File: src/rtl/aaq_pkg.sv
// ----------------------------------------------------------------------------
// aaq_pkg
// Shared types, widths, constants and tables of the axis-angle to quaternion
// pipeline.
// ----------------------------------------------------------------------------
`default_nettype none

package aaq_pkg;

  // Default build parameters.
  localparam int CORDIC_STAGES_DEF = 16;
  localparam int FRACTION_BITS_DEF = 14;

  // Fixed step counts of the square root and the reciprocal chains.
  localparam int SQRT_STEPS = 32;
  localparam int DIV_STEPS  = 47;

  // Datapath widths.
  localparam int M_W   = 64;  // square root radicand and partial root
  localparam int S_W   = 32;  // square root result
  localparam int Q_W   = 47;  // reciprocal quotient
  localparam int CZ_W  = 34;  // CORDIC angle accumulator, Q2.30
  localparam int CXY_W = 34;  // CORDIC vector components, Q2.30
  localparam int PRD_W = 67;  // final product before rounding

  // Q2.30 constants.
  localparam logic signed [CXY_W-1:0] GAIN_Q30    = 34'sd652032874;
  localparam logic signed [34:0]      PI_Q30      = 35'sd3373259426;
  localparam logic signed [34:0]      HALF_PI_Q30 = 35'sd1686629713;

  // Remainder that the reciprocal chain starts from: the top bits of 2^62.
  localparam logic [S_W-1:0] DIV_REM_INIT = 32'h0000_8000;

  // Side payload that travels with each item along the chain.
  typedef struct packed {
    logic signed [15:0]      ax_x;
    logic signed [15:0]      ax_y;
    logic signed [15:0]      ax_z;
    logic signed [CZ_W-1:0]  cz;
    logic                    neg;
    logic                    zero;
  } side_t;

  // Arctangent of 2^-idx in Q2.30, truncated.
  function automatic logic signed [CZ_W-1:0] atan_q30(input int idx);
    logic signed [CZ_W-1:0] v;
    case (idx)
      0:  v = 34'sd843314856;
      1:  v = 34'sd497837829;
      2:  v = 34'sd263043836;
      3:  v = 34'sd133525158;
      4:  v = 34'sd67021686;
      5:  v = 34'sd33543515;
      6:  v = 34'sd16775850;
      7:  v = 34'sd8388437;
      8:  v = 34'sd4194282;
      9:  v = 34'sd2097149;
      10: v = 34'sd1048575;
      11: v = 34'sd524287;
      12: v = 34'sd262143;
      13: v = 34'sd131071;
      14: v = 34'sd65535;
      15: v = 34'sd32767;
      16: v = 34'sd16383;
      17: v = 34'sd8191;
      18: v = 34'sd4095;
      19: v = 34'sd2047;
      20: v = 34'sd1023;
      21: v = 34'sd511;
      22: v = 34'sd255;
      23: v = 34'sd127;
      24: v = 34'sd63;
      25: v = 34'sd31;
      26: v = 34'sd15;
      27: v = 34'sd7;
      28: v = 34'sd3;
      29: v = 34'sd1;
      default: v = '0;
    endcase
    return v;
  endfunction

  // Saturate a wide signed value to 16 bits.
  function automatic logic [15:0] sat16(input logic signed [PRD_W-1:0] v);
    logic [15:0] r;
    if (v > 67'sd32767) begin
      r = 16'h7fff;
    end else if (v < -67'sd32768) begin
      r = 16'h8000;
    end else begin
      r = v[15:0];
    end
    return r;
  endfunction

endpackage

`default_nettype wire

File: src/rtl/aaq_div_cell.sv
// ----------------------------------------------------------------------------
// aaq_div_cell
// One quotient bit of the restoring division 2^62 / s, registered.
// ----------------------------------------------------------------------------
`default_nettype none

module aaq_div_cell (
  input  wire logic                       clk,
  input  wire logic                       rst_n,
  input  wire logic                       valid_i,
  input  wire aaq_pkg::side_t             side_i,
  input  wire logic [aaq_pkg::S_W-1:0]    s_i,
  input  wire logic [aaq_pkg::S_W-1:0]    rem_i,
  input  wire logic [aaq_pkg::Q_W-1:0]    q_i,
  output logic                            valid_o,
  output aaq_pkg::side_t                  side_o,
  output logic [aaq_pkg::S_W-1:0]         s_o,
  output logic [aaq_pkg::S_W-1:0]         rem_o,
  output logic [aaq_pkg::Q_W-1:0]         q_o
);

  logic                      valid_r;
  aaq_pkg::side_t            side_r;
  logic [aaq_pkg::S_W-1:0]   s_r;
  logic [aaq_pkg::S_W-1:0]   rem_r, rem_nxt;
  logic [aaq_pkg::Q_W-1:0]   q_r, q_nxt;
  logic [aaq_pkg::S_W:0]     rem_sh;
  logic [aaq_pkg::S_W:0]     diff;

  // Shift in a zero dividend bit and subtract the divisor where it fits.
  always_comb begin
    rem_sh = {rem_i, 1'b0};
    diff   = rem_sh - {1'b0, s_i};
    if (rem_sh >= {1'b0, s_i}) begin
      rem_nxt = diff[aaq_pkg::S_W-1:0];
      q_nxt   = {q_i[aaq_pkg::Q_W-2:0], 1'b1};
    end else begin
      rem_nxt = rem_sh[aaq_pkg::S_W-1:0];
      q_nxt   = {q_i[aaq_pkg::Q_W-2:0], 1'b0};
    end
  end

  always_ff @(posedge clk) begin
    if (!rst_n) begin
      valid_r <= 1'b0;
    end else begin
      valid_r <= valid_i;
    end
  end

  always_ff @(posedge clk) begin
    side_r <= side_i;
    s_r    <= s_i;
    rem_r  <= rem_nxt;
    q_r    <= q_nxt;
  end

  assign valid_o = valid_r;
  assign side_o  = side_r;
  assign s_o     = s_r;
  assign rem_o   = rem_r;
  assign q_o     = q_r;

endmodule

`default_nettype wire

File: config.mk
export PLATFORM = sky130hd
export DESIGN_NAME = aaq_div_cell
export DESIGN_NICKNAME = d
export VERILOG_FILES = /design/src/rtl/aaq_pkg.sv /design/src/rtl/aaq_div_cell.sv
export SDC_FILE = /design/constraint.sdc
export NUM_CORES = 1
export LEC_CHECK = 0
export CAP_MARGIN = 20
export CORE_AREA = 2 2 154 156
export CTS_CLUSTER_DIAMETER = 120
export DETAILED_ROUTE_END_ITERATION = 7
export DIE_AREA = 0 0 156 158
export DONT_BUFFER_PORTS = 1
export GPL_ROUTABILITY_DRIVEN = 0
export PLACE_DENSITY = 0.53
export SLEW_MARGIN = 20
export SYNTH_ARGS = -nofsm -noshare
export SYNTH_HDL_FRONTEND = slang
export SYNTH_SLANG_ARGS = --single-unit
File: constraint.sdc
create_clock -name clk -period 3.49 [get_ports clk]
set_input_delay 0.349 -clock clk [delete_from_list [all_inputs] [get_ports clk]]
set_output_delay 0.349 -clock clk [all_outputs]
set_load 0.03 [all_outputs]
# After elaboration in Yosys (flattened, before gate mapping)
# Cells that the tools add are included.
# word_totals
reg_bits	196
in_bits	198
out_inout_bits	196
# op_classes
add_sub_neg	1
order_cmp	1
mux	2
# ops
cell	n
$ge 33x32->1	1
$mux 32	1
$sub 32x32->32	1
$mux 1	1

# Longest topological paths before layout
# logic_depth
depth_word	2
mapped_depth	14
depth_no_buf	11

# Worst setup path after synthesis
# OpenSTA, ideal clock, no wires.
# synth_path
path_kind	input-to-reg
start	input s_i[10] (netlist bit)
end	register rem_r, in the netlist rem_o[10]
t_arrival_ns	2.811
required_time_ns	3.369
setup_slack_ns	0.558
path_stages	13
n_path_buf	2
cell_sequence	inv_1 ha_1 a211oi_2 nor2_1 or4b_4 o2111ai_2 a21oi_2 o21ai_4 and3_4 buf_12 inv_8 buf_12 mux2_4
# synth_via
elab_chain_len	2
# synth_lines
element	line_no	text
start: declaration	aaq_div_cell.sv:12	input wire logic [aaq_pkg::S_W-1:0] s_i,
$sub 32x32->32 / $ge 33x32->1 (equally long branches)	aaq_div_cell.sv:33, aaq_div_cell.sv:34	
$mux 32 (*)	aaq_div_cell.sv:34	if (rem_sh >= {1'b0, s_i}) begin
named net rem_nxt (one bit)	aaq_div_cell.sv:25	logic [aaq_pkg::S_W-1:0] rem_r, rem_nxt;
end signal: assignment	aaq_div_cell.sv:54	rem_r <= rem_nxt;
end: declaration	aaq_div_cell.sv:25	
# The timed path passes the listed nets; every way through them passes the cells marked *.
# A chain may end at the register's enable or synchronous reset.

# Worst setup path in the final report
# layout_path
start	input s_i[10] (netlist bit)
end	register rem_r, in the netlist rem_o[23]
# Same word-level chain as after synthesis.

==> results.json <==
{
  "cts_made_buffers": 17,
  "syn_inst": 517,
  "io_buffers": 0,
  "outcome": "finished, final reports clean",
  "ys_ff_latch": 196,
  "root_buffer": "clkbuf_16",
  "worstPathArrival_ns": 3.05,
  "synth_edf_count": 0,
  "power.density_nw_per_um2": 616.2,
  "met1Wirelength_um": 8061,
  "min_period_ns": 2.734,
  "antenna_found_initial": 0,
  "dp_hpwl_um": 14950,
  "numClockSinks": 196,
  "drtPass1Iterations": 4,
  "tightest_slew_ns": 0.5944,
  "post-route-drc-count": 0,
  "hold_viol": 0,
  "ir_drop_mv": 0.2812,
  "rsz0062_at_grt": "no",
  "ys_seq_area_share_pct": 61.82,
  "drive_gt1_share_pct": 9.871,
  "grt_max_degree": 29,
  "ctsHoldBuffers": 162,
  "grt_overflow": 0,
  "io_pins": 394,
  "synth_cell_types": 56,
  "crit_type": "in -> reg",
  "post-place-ws_ns": 0.2617,
  "vias_per_cell": 4.570,
  "syn_area_per_cell_um2": 12.28,
  "die_w_um": 156,
  "yosysWarnings": 0,
  "postRouteAntennaNets": 0,
  "post_drt_wl_per_cell_um": 20.76,
  "synth_fp_nets": 748,
  "grt_pass1_vias": 4724,
  "cts_buffer_depth": 2,
  "multi_input_area_um2": 2183,
  "wl_met2_um": 9919,
  "path_clk_slew_ns": 0.07,
  "clock.fmax_ghz": 0.3657,
  "yosys.area.top_type": "dfxtp_1",
  "diodes": 0,
  "leakage_nw": 3.775,
  "grt_pass1_wl_um": 28610,
  "cap_violations": 0,
  "initial_core_util_pct": 27.53,
  "rows": 56,
  "finalSetupViolations": 0,
  "drt_iter0_markers": 197,
  "cts_tree": "built",
  "ff_latch_area_um2": 3924,
  "grt_usage_pct": 15.85,
  "netlist_top_cells_count": "196 x dfxtp_1, 35 x inv_1, 32 x ha_1",
  "crit_required_ns": 3.80,
  "top_layer": "met4",
  "dieHeight_um": 158,
  "nets": 917,
  "drt-total-wl_um": 20530,
  "synth_most_common_cell": "dfxtp_1",
  "fin_area_um2": 8808,
  "drv_slew": 0,
  "cp-end-kind": "flip-flop",
  "worstPathMaxFanout": 6,
  "fin_ws_ns": 0.7556,
  "core_area_um2": 23050,
  "final.setup.tns_ns": 0,
  "power_w": 0.005428,
  "htreeDepth": 4,
  "yosys.area.top_type_share_pct": 61.82,
  "hold_class": "in -> reg",
  "holdPathStages": 1,
  "dieArea_um2": 24650,
  "final_core_util_pct": 38.21,
  "area_growth_syn_to_layout_pct": 38.77,
  "post_cts_buffers": 0,
  "fill_cells": 2167,
  "vias": 4520,
  "met3_length_um": 2085,
  "ys_dominant_reg_cell": "dfxtp_1",
  "start_kind": "input port",
  "syn-cell-area_um2": 6347,
  "cts_repair_resize_count": 0,
  "synthTopCellsByArea": "dfxtp_1 62%, ha_1 6.3%, mux2_4 4.5%, inv_1 2.1%, xnor2_1 1.9%",
  "fin_crit_sh_pct": 78.35,
  "synth-async-reset-ratio_pct": 0,
  "maxSlewHeadroom_pct": 60.14,
  "place_area_um2": 6620
}
## through the flow
stage | hold WS [ns] | cells
floorplan | 0.3767 | 517
global placement | 0.3768 | 795
detailed placement | 0.3768 | 795
CTS | 0.03465 | 989
global route | 0.03421 | 989
finish | 0.05746 | 989
## per-layer routing
layer | vias up | track usage, %
li1 | 2127 | -
met5 | - | 0
met3 | 18 | 7.254
met1 | 2150 | 17.77
met2 | 225 | 26.63
met4 | 0 | 5.636
## cell usage in the layout (no fill, tap or decap), types with 17 or more instances in the layout
master         instances
dfxtp_1              196
dlygate4sd3_1        162
inv_1                 35
ha_1                  32
a21oi_1               23
mux2_4                19
nor2_1                18
o21ai_0               18
clkbuf_16             17
## report_power, final
part / internal, W / total, W / switching [W] / leakage (nW)
registers: 0.00242 / 0.00289 / 0.000473 / 1.65
clock network: 0.000956 / 0.00188 / 0.000928 / 0.271
logic: 0.000364 / 0.000649 / 0.000286 / 1.85
total: 0.00374 / 0.00543 / 0.00169 / 3.78
## path summary, 6_finish.rpt
path              startpoint   endpoint  slack (ns)
hold / removal     rem_i[27]  rem_o[28]        0.06
setup / recovery     s_i[10]  rem_o[23]        0.76
## layout make-up
cell class	count	share of cell area, %
Clock buffer	19	4.915
Clock inverter	13	1.520
Inverter	36	1.619
Multi-Input combinational cell	272	24.79
Sequential cell	196	44.55
Tap cell	290	4.119
Timing Repair Buffer	163	18.49
## worst max-delay path, cell delays in order
cell	delay (ns)
inv_1	0.03
ha_1	0.37
a211oi_2	0.33
nor2_1	0.11
or4b_4	0.51
o21a_1	0.24
a221oi_2	0.33
o21ai_0	0.29
xor2_1	0.22
mux2_4	0.28
## sequential cells by signal (all words and copies together) (netlist names)
register,count
side_o,84
valid_o,1
rem_o,32
q_o,47
s_o,32
## cell families (layout without fill, tap and decap cells)
logic type      after synthesis  in the layout  share of synthesized area (%)
mux                          29             29                          6.229
simple gates                 83             83                          7.018
xor+xnor                     25             25                          3.450
compound gates              102            102                          11.08
buf+inv                      49            231                          3.785
flops                       196            196                          61.82
fa+ha+maj                    33             33                          6.623
(Power assumes the default switching activity.)
