<file path="src/rtl/aaq_pkg.sv">
// ----------------------------------------------------------------------------
// aaq_pkg
// Shared types, widths, constants and tables of the axis-angle to quaternion
// pipeline.
// ----------------------------------------------------------------------------
`default_nettype none

package aaq_pkg;

  // Default build parameters.
  localparam int CORDIC_STAGES_DEF = 16;
  localparam int FRACTION_BITS_DEF = 14;

  // Fixed step counts of the square root and the reciprocal chains.
  localparam int SQRT_STEPS = 32;
  localparam int DIV_STEPS  = 47;

  // Datapath widths.
  localparam int M_W   = 64;  // square root radicand and partial root
  localparam int S_W   = 32;  // square root result
  localparam int Q_W   = 47;  // reciprocal quotient
  localparam int CZ_W  = 34;  // CORDIC angle accumulator, Q2.30
  localparam int CXY_W = 34;  // CORDIC vector components, Q2.30
  localparam int PRD_W = 67;  // final product before rounding

  // Q2.30 constants.
  localparam logic signed [CXY_W-1:0] GAIN_Q30    = 34'sd652032874;
  localparam logic signed [34:0]      PI_Q30      = 35'sd3373259426;
  localparam logic signed [34:0]      HALF_PI_Q30 = 35'sd1686629713;

  // Remainder that the reciprocal chain starts from: the top bits of 2^62.
  localparam logic [S_W-1:0] DIV_REM_INIT = 32'h0000_8000;

  // Side payload that travels with each item along the chain.
  typedef struct packed {
    logic signed [15:0]      ax_x;
    logic signed [15:0]      ax_y;
    logic signed [15:0]      ax_z;
    logic signed [CZ_W-1:0]  cz;
    logic                    neg;
    logic                    zero;
  } side_t;

  // Arctangent of 2^-idx in Q2.30, truncated.
  function automatic logic signed [CZ_W-1:0] atan_q30(input int idx);
    logic signed [CZ_W-1:0] v;
    case (idx)
      0:  v = 34'sd843314856;
      1:  v = 34'sd497837829;
      2:  v = 34'sd263043836;
      3:  v = 34'sd133525158;
      4:  v = 34'sd67021686;
      5:  v = 34'sd33543515;
      6:  v = 34'sd16775850;
      7:  v = 34'sd8388437;
      8:  v = 34'sd4194282;
      9:  v = 34'sd2097149;
      10: v = 34'sd1048575;
      11: v = 34'sd524287;
      12: v = 34'sd262143;
      13: v = 34'sd131071;
      14: v = 34'sd65535;
      15: v = 34'sd32767;
      16: v = 34'sd16383;
      17: v = 34'sd8191;
      18: v = 34'sd4095;
      19: v = 34'sd2047;
      20: v = 34'sd1023;
      21: v = 34'sd511;
      22: v = 34'sd255;
      23: v = 34'sd127;
      24: v = 34'sd63;
      25: v = 34'sd31;
      26: v = 34'sd15;
      27: v = 34'sd7;
      28: v = 34'sd3;
      29: v = 34'sd1;
      default: v = '0;
    endcase
    return v;
  endfunction

  // Saturate a wide signed value to 16 bits.
  function automatic logic [15:0] sat16(input logic signed [PRD_W-1:0] v);
    logic [15:0] r;
    if (v > 67'sd32767) begin
      r = 16'h7fff;
    end else if (v < -67'sd32768) begin
      r = 16'h8000;
    end else begin
      r = v[15:0];
    end
    return r;
  endfunction

endpackage

`default_nettype wire

</file>
<file path="src/rtl/aaq_sqrt_cell.sv">
// ----------------------------------------------------------------------------
// aaq_sqrt_cell
// One step of the bitwise integer square root, registered.
// ----------------------------------------------------------------------------
`default_nettype none

module aaq_sqrt_cell #(
  parameter int STEP = 0
) (
  input  wire logic                       clk,
  input  wire logic                       rst_n,
  input  wire logic                       valid_i,
  input  wire aaq_pkg::side_t             side_i,
  input  wire logic [aaq_pkg::M_W-1:0]    m_i,
  input  wire logic [aaq_pkg::M_W-1:0]    res_i,
  output logic                            valid_o,
  output aaq_pkg::side_t                  side_o,
  output logic [aaq_pkg::M_W-1:0]         m_o,
  output logic [aaq_pkg::M_W-1:0]         res_o
);

  localparam logic [aaq_pkg::M_W-1:0] BIT = aaq_pkg::M_W'(1) << (62 - 2 * STEP);

  logic                      valid_r;
  aaq_pkg::side_t            side_r;
  logic [aaq_pkg::M_W-1:0]   m_r, m_nxt;
  logic [aaq_pkg::M_W-1:0]   res_r, res_nxt;
  logic [aaq_pkg::M_W-1:0]   trial;

  // Try the next root bit against the remaining radicand.
  always_comb begin
    trial = res_i + BIT;
    if (m_i >= trial) begin
      m_nxt   = m_i - trial;
      res_nxt = (res_i >> 1) + BIT;
    end else begin
      m_nxt   = m_i;
      res_nxt = res_i >> 1;
    end
  end

  always_ff @(posedge clk) begin
    if (!rst_n) begin
      valid_r <= 1'b0;
    end else begin
      valid_r <= valid_i;
    end
  end

  always_ff @(posedge clk) begin
    side_r <= side_i;
    m_r    <= m_nxt;
    res_r  <= res_nxt;
  end

  assign valid_o = valid_r;
  assign side_o  = side_r;
  assign m_o     = m_r;
  assign res_o   = res_r;

endmodule

`default_nettype wire

</file>
<file path="config.mk">
export PLATFORM = sky130hd
export DESIGN_NAME = aaq_sqrt_cell
export DESIGN_NICKNAME = d
export VERILOG_FILES = /design/src/rtl/aaq_pkg.sv /design/src/rtl/aaq_sqrt_cell.sv
export SDC_FILE = /design/constraint.sdc
export NUM_CORES = 1
export LEC_CHECK = 0
export ABC_AREA = 1
export BUFFER_PORTS_ARGS = -buffer_cell sky130_fd_sc_hd__buf_2
export CAP_MARGIN = 5
export CORE_AREA = 8 8 206 208
export DETAILED_ROUTE_END_ITERATION = 8
export DIE_AREA = 0 0 214 216
export PLACE_DENSITY = 0.53
export SETUP_SLACK_MARGIN = 0.5
export SLEW_MARGIN = 20
export SYNTH_ARGS = -nofsm -noshare
export SYNTH_HDL_FRONTEND = slang
export SYNTH_SLANG_ARGS = --single-unit
</file>
<file path="constraint.sdc">
create_clock -name clk -period 2.2 [get_ports clk]
set_input_delay 0.44 -clock clk [delete_from_list [all_inputs] [get_ports clk]]
set_output_delay 0.44 -clock clk [all_outputs]
set_load 0.02 [all_outputs]
</file>
# Word level (Yosys, flattened, before mapping)
# Cells that the tools add are included.
[totals]
regBits = 213
in_bits = 215
output_inout_bits = 213
[op_classes]
addsub = 3
n_lt_le_gt_ge = 1
n_mux = 2
[op_table]
columns = ["cell", "count"]
rows = [
  ["$add A63 B63 Y64 const B", 1],
  ["$add A64 B63 Y64 const B", 1],
  ["$ge A64 B64 Y1", 1],
  ["$mux W64", 1],
  ["$sub A64 B64 Y64", 1],
  ["$mux W63", 1],
]

# Longest topological paths before layout
[depth]
ltp_word = 3
mapped_depth = 18
depth_no_buf = 17

# Least setup slack after synthesis
# Ideal clock, no wire load.
[synth_path]
path_kind = "input port to flip-flop"
start = "input port m_i[0] (netlist bit)"
end = "register m_r, in the netlist m_o[42]"
t_arrival_ns = 2.256
path_slack_ns = -0.115
path_stages = 18
n_path_buf = 2
path_cell_list = "inv_1 -> ha_1 -> fa_1 -> inv_1 -> nand3_1 -> nand2_2 -> nand2_1 -> nand2_2 -> nand2_1 -> nand2_2 -> nand2_1 -> nand2_2 -> nand2_1 -> nand3_2 -> buf_6 -> buf_12 -> nand3_2 -> nand2_1"
[synth_via]
elab_chain_cells = 2
elab_cells_between_ends = 3
cone_classes = "add/sub: 1; order compare: 1; mux: 1"
[synth_rtl]
columns = ["element", "line", "text"]
rows = [
  ["from (decl)", "aaq_sqrt_cell.sv:14", "input wire logic [aaq_pkg::M_W-1:0] m_i,"],
  ["$sub A64 B64 Y64 / $ge A64 B64 Y1 (equally long branches)", "aaq_sqrt_cell.sv:34, aaq_sqrt_cell.sv:33", ""],
  ["$mux W64 (*)", "aaq_sqrt_cell.sv:33", "if (m_i >= trial) begin"],
  ["net m_nxt (one bit)", "aaq_sqrt_cell.sv:26", "logic [aaq_pkg::M_W-1:0] m_r, m_nxt;"],
  ["to (signal assigned)", "aaq_sqrt_cell.sv:52", "m_r <= m_nxt;"],
  ["to (decl)", "aaq_sqrt_cell.sv:26", ""],
]
# The timed path passes the listed nets; every way through them passes the cells marked *.
# A chain may end at the register's enable or synchronous reset.

# Worst setup path after layout
[layout_path]
start = "input port m_i[0] (netlist bit)"
end = "register m_r, in the netlist m_o[41]"
# The elaborated chain is that of the path after synthesis.

==> metrics <==
outcome=finished clean; CTS tree=done; grt ovf=0; post-DP HPWL=46,500 um; Crit path required time=2.63 ns; most common library cells after synthesis=nand2_1, inv_1, dfxtp_1, nand3_1, nor2_1; Synth Register Bits=213; Critical Path Fanout Max=6; Final setup viols=0; utilization after layout=0.547; critical path capture point type=flip-flop; Worst Tran Pin Value=around 0.42 ns; post-synthesis average cell area=6.35 sq um; DR vias/cell=between 4 and 5; CP Data Arrival Time=between 2 and 2.5 ns; critical path class=in2reg; Sink Count=213; NetSw=a little under 5 mW; critical path, cell by cell=buf_8 > inv_12 > ha_4 > fa_2 > inv_2 > nand3_2 > nand2_2 > nand2_2 > nand2_2 > nand2_2 > nand2_2 > nand2_2 > nand2_2 > buf_6 > o21ai_4 > buf_4 > buf_6 > clkbuf_16 > nand3_2 > nand2_1; core area=39,200 sq um; number of synthesized flops with an enable pin=0; Initial Util=0.295; period utilization=0.896; routed wire length=60,800 um; max-slew violations=0; largest stage delay on the critical path=0.37 ns; crit path launch type=input pin; vias after detailed routing=about 14,000; Detailed Routing Iterations Pass 1=5; Ys Warns=0; first-pass GRT wire length=between 80,000 and 90,000 um; Leakage=12.0 nW; Final WS setup=about 0.23 ns; clock slew at reported path FFs=0.06 ns; CP most frequent cell=nand2_2; Logic pwr share=0.381; Die X=214 um; prevailing post-synth register cell=dfxtp_1; fmax=roughly 510 MHz; Sw Share=0.345; final std cells w/o fill=3,305; Slowest-stage cell, CP=fa_2; WL/cell=18.4 um; Max Cap Viol=0; cell-internal power=9.15 mW; CP top delay family=buffers and inverters; I/O Buffers=427; Yosys top cell area share=0.369; Clock Power Share=0.304; most common cell in the netlist=nand2_1; RD Place Congestion=0.909; Syn-to-layout area delta=85.7%; unrepaired setup endpoints after global routing=yes; Final nets=3,043; Slew headroom=0.715; final antenna-violating net count=0; Mapped Cells=about 1,800; synthesized area=11,500 sq um; placed cells=~3,100; Pwr Density=~650 nW/um^2; worst ir drop on vdd=0.490 mV; # IOs=428; final hold vios=0; Remaining DRCs=0; Setup WS pre-CTS=-0.500 ns; Cell variety after synth=28; share of the yosys chip area belonging to registers=0.369; vias in the first global route=14,900; Layout fillers=3,767; Die Y-Extent=approximately 220 um; Buf/Inv on CP=7; layout cells sized above 1=0.429; post-synth net total=roughly 2,100; number of antenna violations at the first check in global routing=1; CTS buffer count=25; Iteration-0 DRC Markers=742; dominant cell type by area after synthesis=dfxtp_1; post-layout min period=1.97 ns; CTS root buffer=clkbuf_16; die area=~46,000 sq um; Antenna diodes=0; Row Count=73; CTS Buffer Depth=3; # H-tree levels=1; fraction of registers with async set/reset=0; largest net degree at the start of global routing=36; Seq pwr share=0.315; Total Routing Usage GR=0.244; Synth area leaders=dfxtp_1, nand2_1, inv_1, ha_1, nand3_1; hold crit path type=in2reg
## registers in the layout, indices dropped and copies added, names as in the netlist
signal and flops:
res_o 64, m_o 64, side_o 84, valid_o 1
## power by group through the flow
stage               Sequential [mW]  Combinational (mW)  Clock, mW
floorplan                      4.96                1.56          0
global placement               4.49                4.12          0
detailed placement             4.48                4.13          0
CTS                            4.40                4.80       4.34
global route                   4.43                5.74       4.52
finish                         4.40                5.33       4.25
## cells by family after synthesis
family | after synthesis | synth area share
fa+ha+maj | 65 | 0.0711
simple gates | 1028 | 0.368
compound gates | 48 | 0.0218
flops | 213 | 0.369
buf+inv | 431 | 0.145
xor+xnor | 32 | 0.0243
## repair_timing
item,CTS,global route
buffers inserted,38,7
gates resized for setup,171,212
setup endpoints to repair,68,66
hold endpoints to repair,123,1
pin swaps,41,77
cloned,7,9
hold buffers,121,1
## stage by stage
step	total power, mW	instance area [sq um]	hold WS [ns]	setup TNS (ns)
2_1_floorplan	6.53	11600	0.468	0
3_3_place_gp	8.61	16800	0.542	-28.50
3_5_place_dp	8.62	16800	0.544	-28.13
4_1_cts	13.6	20200	-0.00852	0
5_1_grt	14.7	21400	0.00563	0
6_report	14.0	21400	0.0114	0
## placed cells by master, fill, tap and decap left out, types with 3 or more instances in the layout
cell             n
a21oi_1         24
a21oi_2         13
a21oi_4          5
buf_12          12
buf_16           9
buf_2          422
buf_4          342
buf_6           20
buf_8            4
bufinv_16        3
clkbuf_1         3
clkbuf_16       33
clkinv_2         4
clkinvlp_4       3
dfxtp_1        211
dlygate4sd3_1  122
ha_1            10
ha_4            54
inv_1          384
inv_2           24
nand2_1        601
nand2_2        107
nand2_4         14
nand3_1         86
nand3_2         57
nand3_4          5
nand4_1         21
nor2_1          80
nor2_2          25
nor2_4          13
nor3_1           8
o21ai_0          4
xor2_1          25
xor2_2           5
## cell type report
| type | count | area [sq um] | share of cell area |
|---|---|---|---|
| Multi-Input combinational cell | 1173 | 7240 | 0.338 |
| Inverter | 411 | 1560 | 0.0728 |
| Clock inverter | 14 | 168 | 0.00782 |
| Clock buffer | 30 | 664 | 0.0310 |
| Sequential cell | 213 | 4270 | 0.199 |
| Timing Repair Buffer | 939 | 6870 | 0.321 |
| Tap cell | 525 | 657 | 0.0307 |
## path summary, 6_finish.rpt
kind	start	end	slack (ns)	cells past startpoint
min	res_i[13]	res_o[12]	0.01	1
max	m_i[0]	m_o[41]	0.23	20
## metal layers
metal | routed length, um | track usage | part of all wire
met5 | 20 | 0 | 0.00033
met2 | 30600 | 0.459 | 0.50
met1 | 25500 | 0.287 | 0.42
met4 | 1380 | 0.0488 | 0.023
met3 | 3260 | 0.0400 | 0.054
(Power assumes the default switching activity.)
